$ cat src/rcd_pkg.sv
// Package for the reversible byte deque: function and status codes,
// the request and response word types, and default sizing.
// No dependencies.
package rcd_pkg;

  localparam int unsigned CapacityDef = 1024;
  localparam int unsigned FillW       = 11;

  // function codes
  localparam logic [1:0] FuncPush   = 2'd0;
  localparam logic [1:0] FuncToggle = 2'd1;
  localparam logic [1:0] FuncPop    = 2'd2;

  // status codes
  localparam logic [1:0] StatOk    = 2'd0;
  localparam logic [1:0] StatFull  = 2'd1;
  localparam logic [1:0] StatEmpty = 2'd2;

  typedef struct packed {
    logic [1:0] func;
    logic       side;
    logic [7:0] ch;
  } req_t;

  typedef struct packed {
    logic [1:0]       status;
    logic [7:0]       data;
    logic [FillW-1:0] fill;
  } rsp_t;

endpackage

$ cat src/rcd_ctrl.sv
// Deque control: head/tail pointers, byte count, reversal flag, store access
// and the registered response. Uses rcd_pkg.
module rcd_ctrl
  import rcd_pkg::*;
#(
  parameter int unsigned Capacity = CapacityDef,
  localparam int unsigned PtrW = $clog2(Capacity),
  localparam int unsigned CntW = $clog2(Capacity + 1)
) (
  input  logic            clk_i,
  input  logic            rst_ni,
  input  logic            accept_i,
  input  req_t            req_i,
  output logic            mem_we_o,
  output logic            mem_re_o,
  output logic [PtrW-1:0] mem_addr_o,
  output logic [7:0]      mem_wdata_o,
  input  logic [7:0]      mem_rdata_i,
  output logic            valid_o,
  output rsp_t            rsp_o
);

  localparam logic [PtrW-1:0] PtrLast = PtrW'(Capacity - 1);
  localparam logic [CntW-1:0] CntFull = CntW'(Capacity);

  logic [PtrW-1:0] head_q, head_d, tail_q, tail_d;
  logic [CntW-1:0] count_q, count_d;
  logic            rev_q, rev_d;
  logic            valid_q, pop_ok_q, pop_ok_d;
  logic [1:0]      status_q, status_d;

  logic [PtrW-1:0] head_prev, head_next, tail_prev, tail_next;
  logic            full, empty;

  assign head_prev = (head_q == '0) ? PtrLast : head_q - PtrW'(1);
  assign head_next = (head_q == PtrLast) ? '0 : head_q + PtrW'(1);
  assign tail_prev = (tail_q == '0) ? PtrLast : tail_q - PtrW'(1);
  assign tail_next = (tail_q == PtrLast) ? '0 : tail_q + PtrW'(1);
  assign full  = (count_q == CntFull);
  assign empty = (count_q == '0);

  always_comb begin
    head_d      = head_q;
    tail_d      = tail_q;
    count_d     = count_q;
    rev_d       = rev_q;
    status_d    = StatOk;
    pop_ok_d    = 1'b0;
    mem_we_o    = 1'b0;
    mem_re_o    = 1'b0;
    mem_addr_o  = head_q;
    mem_wdata_o = req_i.ch;
    if (accept_i) begin
      unique case (req_i.func)
        FuncPush: begin
          if (full) begin
            status_d = StatFull;
          end else begin
            mem_we_o = 1'b1;
            count_d  = count_q + CntW'(1);
            if ((req_i.side ^ rev_q) == 1'b0) begin
              // physical front
              head_d     = head_prev;
              mem_addr_o = head_prev;
            end else begin
              mem_addr_o = tail_q;
              tail_d     = tail_next;
            end
          end
        end
        FuncToggle: begin
          rev_d = ~rev_q;
        end
        FuncPop: begin
          if (empty) begin
            status_d = StatEmpty;
          end else begin
            mem_re_o = 1'b1;
            pop_ok_d = 1'b1;
            count_d  = count_q - CntW'(1);
            if (!rev_q) begin
              mem_addr_o = head_q;
              head_d     = head_next;
            end else begin
              mem_addr_o = tail_prev;
              tail_d     = tail_prev;
            end
          end
        end
        default: begin
        end
      endcase
    end
  end

  always_ff @(posedge clk_i or negedge rst_ni) begin
    if (!rst_ni) begin
      head_q   <= '0;
      tail_q   <= '0;
      count_q  <= '0;
      rev_q    <= 1'b0;
      valid_q  <= 1'b0;
      pop_ok_q <= 1'b0;
      status_q <= StatOk;
    end else begin
      head_q   <= head_d;
      tail_q   <= tail_d;
      count_q  <= count_d;
      rev_q    <= rev_d;
      valid_q  <= accept_i;
      pop_ok_q <= pop_ok_d;
      status_q <= status_d;
    end
  end

  // popped byte comes straight from the store's read register
  assign valid_o       = valid_q;
  assign rsp_o.status  = status_q;
  assign rsp_o.data    = pop_ok_q ? mem_rdata_i : 8'h00;
  assign rsp_o.fill    = FillW'(count_q);

endmodule

$ cat config.mk
export PLATFORM = sky130hd
export DESIGN_NAME = rcd_ctrl
export DESIGN_NICKNAME = d
export VERILOG_FILES = /design/src/rcd_pkg.sv /design/src/rcd_ctrl.sv
export SDC_FILE = /design/constraint.sdc
export NUM_CORES = 1
export LEC_CHECK = 0
export BUFFER_PORTS_ARGS = -buffer_cell sky130_fd_sc_hd__clkbuf_2
export CORE_MARGIN = 2
export CORE_UTILIZATION = 59
export CTS_CLUSTER_SIZE = 40
export DETAILED_ROUTE_END_ITERATION = 7
export HOLD_SLACK_MARGIN = 0.03
export MAX_ROUTING_LAYER = met4
export PLACE_DENSITY = 0.85
export SLEW_MARGIN = 20
export SYNTH_ARGS = -nofsm -noshare
export SYNTH_HDL_FRONTEND = slang
export SYNTH_SLANG_ARGS = --single-unit
$ cat constraint.sdc
create_clock -name clk_i -period 4.88 [get_ports clk_i]
set_input_delay 0.244 -clock clk_i [delete_from_list [all_inputs] [get_ports clk_i]]
set_output_delay 0.244 -clock clk_i [all_outputs]
set_load 0.01 [all_outputs]
==> flow_summary.ini <==
[run_status]
outcome = complete, no violations

[synth]
netlist_area_um2 = 3160
yosysWarnings = 0
synth_most_common_cell = o21ai_0
yosysUniqueCellTypes = 56
ys_ff_latch = 36
synthCells = 411
synth.top_cell.area_share = 0.285
ys_async_sr_fraction = 1.00
synth_common_cells = o21ai_0 (45), nand2_1 (41), dfrtp_1 (36)
synth_flop_cell = dfrtp_1
yosysTopAreaCell = dfrtp_1
ys_seq_area_frac = 0.285
synth_edf_count = 0
ys_top_cells_by_area = dfrtp_1 (29%), o21ai_0 (7.1%), ha_1 (5.2%)
syn-num-nets = 447
synth_area_per_cell_um2 = 7.68

[timing]
clock_skew_ps = 7.49
slew_viol_final = 0
rsz0062_at_grt = false
holdWs_ps = 75.3
hold_viol_final = 0
setup_tns_ps = 0
setup_viol = 0
fmax_mhz = 311
tightest_slew_ps = 934
fin_crit_ps = 3210
post-route-period-util = 0.658
relSlewSlack = 0.377

[placement]
place_area_um2 = 3330
placement.io_buffers = 47
gp_congestion = 0.930
place_hpwl_um = 5870

[finish]
finish.utilization = 0.669
n_antenna_cell = 0
fillCellCount = 457
final_nets = 470
drive_above_1_share = 0.154
post-route-cell-area_um2 = 3440
syn_to_final_growth_pct = 9.00

[critical_path]
crit_buf_inv = 2
cp-end-kind = output pin
critPathKind = reg -> out
worstPathMaxFanout = 8
r2r_slack_ps = 2310
path_delay_family = simple AND/OR/NAND/NOR gates
cp_cell_sequence = inv_1, ha_1, or3b_4, or3_1, or3_4, a311oi_2, a211o_1, clkbuf_2
cp-start-kind = flop
required_ps = 4640
cpPeakStageDelay_ps = 470
cp_slowest_cell = or3_1
arrival_ps = 2970

[clocking]
post_cts_buffers = 0
insertion_delay_ps = 300
post_cts_resized = 0
cts_hold_buf = 0
clockBufferDepth = 2
clkSinkCount = 36
cts_buffers = 5
cts_max_level = 2
root_buffer = clkbuf_8
cts_tree = yes
clk_pin_slew_worst_paths_ps = 80

[grt]
antenna_found_initial = 0
grt.total_usage = 0.283
grt_pass1_vias = 2826
grt_pass1_wl_um = 13600
grt-ovfl-total = 0
grt_max_degree = 37

[routing]
wirelength_um = 8070
dr.pass1.iters = 5
via_count = 3205
drt_iter0_markers = 292
ant_nets = 0
wire_per_inst_um = 16.0
drc = 0
routed_via_density = 6.35

[power_and_ir_drop]
power_density_nw_per_um2 = 576
power.leakage_nw = 1.55
power_mw = 1.98
ir_drop_mv = 0.315

[floorplanning]
dieArea_um2 = 5950
rows = 26
pin_count = 64
die_w_um = 77.1
core_um2 = 5140
initial_core_util = 0.614
die_y_um = 77.1

[worst_hold_path]
holdCritPathClass = in -> async

[run]
drv_cap = 0
[flip-flops by register name (all words and copies together), names as in the netlist]
| register | flops |
|---|---|
| count_q | 11 |
| head_q | 10 |
| pop_ok_q | 1 |
| rev_q | 1 |
| status_q | 2 |
| tail_q | 10 |
| valid_o | 1 |
[path summary, 6_finish.rpt]
path                                              from                     end  depth (start not counted)
worst min-delay path                            rst_ni   tail_q[3]$_DFFE_PN0P_                          1
worst max-delay path             head_q[0]$_DFFE_PN0P_           mem_addr_o[1]                          8
max in group asynchronous                       rst_ni   head_q[1]$_DFFE_PN0P_                          1
worst min register to register  count_q[6]$_DFFE_PN0P_  count_q[6]$_DFFE_PN0P_                          1
worst max register to register  count_q[0]$_DFFE_PN0P_   head_q[8]$_DFFE_PN0P_                          7
min in group clk_i                            accept_i       valid_o$_DFF_PN0_                          1
[report_power, final]
part	switching [mW]	internal (mW)	total, mW
logic	0.592	0.461	1.05
registers	0.244	0.419	0.663
clock network	0.113	0.152	0.265
total	0.949	1.03	1.98
[metal layers]
metal / part of all wire / up-vias / routed length (um) / global-route usage
met3: 0.080 / 18 / 647 / 0.0518
met1: 0.44 / 1499 / 3570 / 0.371
met2: 0.46 / 162 / 3740 / 0.443
met4: 0.015 / 0 / 118 / 0.0946
li1: - / 1526 / - / -
met5: 0 / - / 0 / -
[kinds of logic (layout without fill, tap and decap cells)]
| family | Yosys count | in the layout | synth area share |
|---|---|---|---|
| compound gates | 132 | 132 | 0.265 |
| xor+xnor | 25 | 25 | 0.0694 |
| fa+ha+maj | 14 | 14 | 0.0579 |
| buf+inv | 46 | 70 | 0.0702 |
| flops | 36 | 36 | 0.285 |
| mux | 1 | 1 | 0.00317 |
| simple gates | 157 | 157 | 0.249 |
[placed cells by master, fill, tap and decap left out, types with 2 or more instances in the layout]
cell       n
or2_2      3
xor2_1    11
a211o_1    4
inv_1      9
nand2b_1   6
buf_4      5
a22oi_1    2
nand2_1   41
o22ai_1    4
a21oi_1   28
xnor2_1   14
clkbuf_8   5
nor3_1    15
o21ai_0   44
a31oi_1    4
a21o_1     6
ha_1      13
o21a_1     5
nor4_1     3
o31ai_1    6
a221o_1    3
clkbuf_2  47
nand4_1    6
and3_1     9
dfrtp_1   36
nand3_1   12
or3_1      8
and2_1    12
nor2_1    32
o221ai_1   2
o31a_1     3
a211oi_1   8
nor2b_1    4
[stage by stage]
stage / instances / setup WS [ps]
3_3_place_gp: 497 / 2110
4_1_cts: 505 / 1700
2_1_floorplan: 411 / 2080
5_1_grt: 505 / 1520
3_5_place_dp: 497 / 2010
6_report: 505 / 1670
[layout make-up]
class / instances / area [um2] / area share
Timing Repair Buffer: 52 / 273 / 0.0793
Tap cell: 70 / 87.6 / 0.0255
Inverter: 10 / 37.5 / 0.0109
Sequential cell: 36 / 901 / 0.262
Clock buffer: 6 / 72.6 / 0.0211
Multi-Input combinational cell: 329 / 2030 / 0.591
Clock inverter: 2 / 35.0 / 0.0102
No activity file was read; power rests on OpenSTA's default activity.
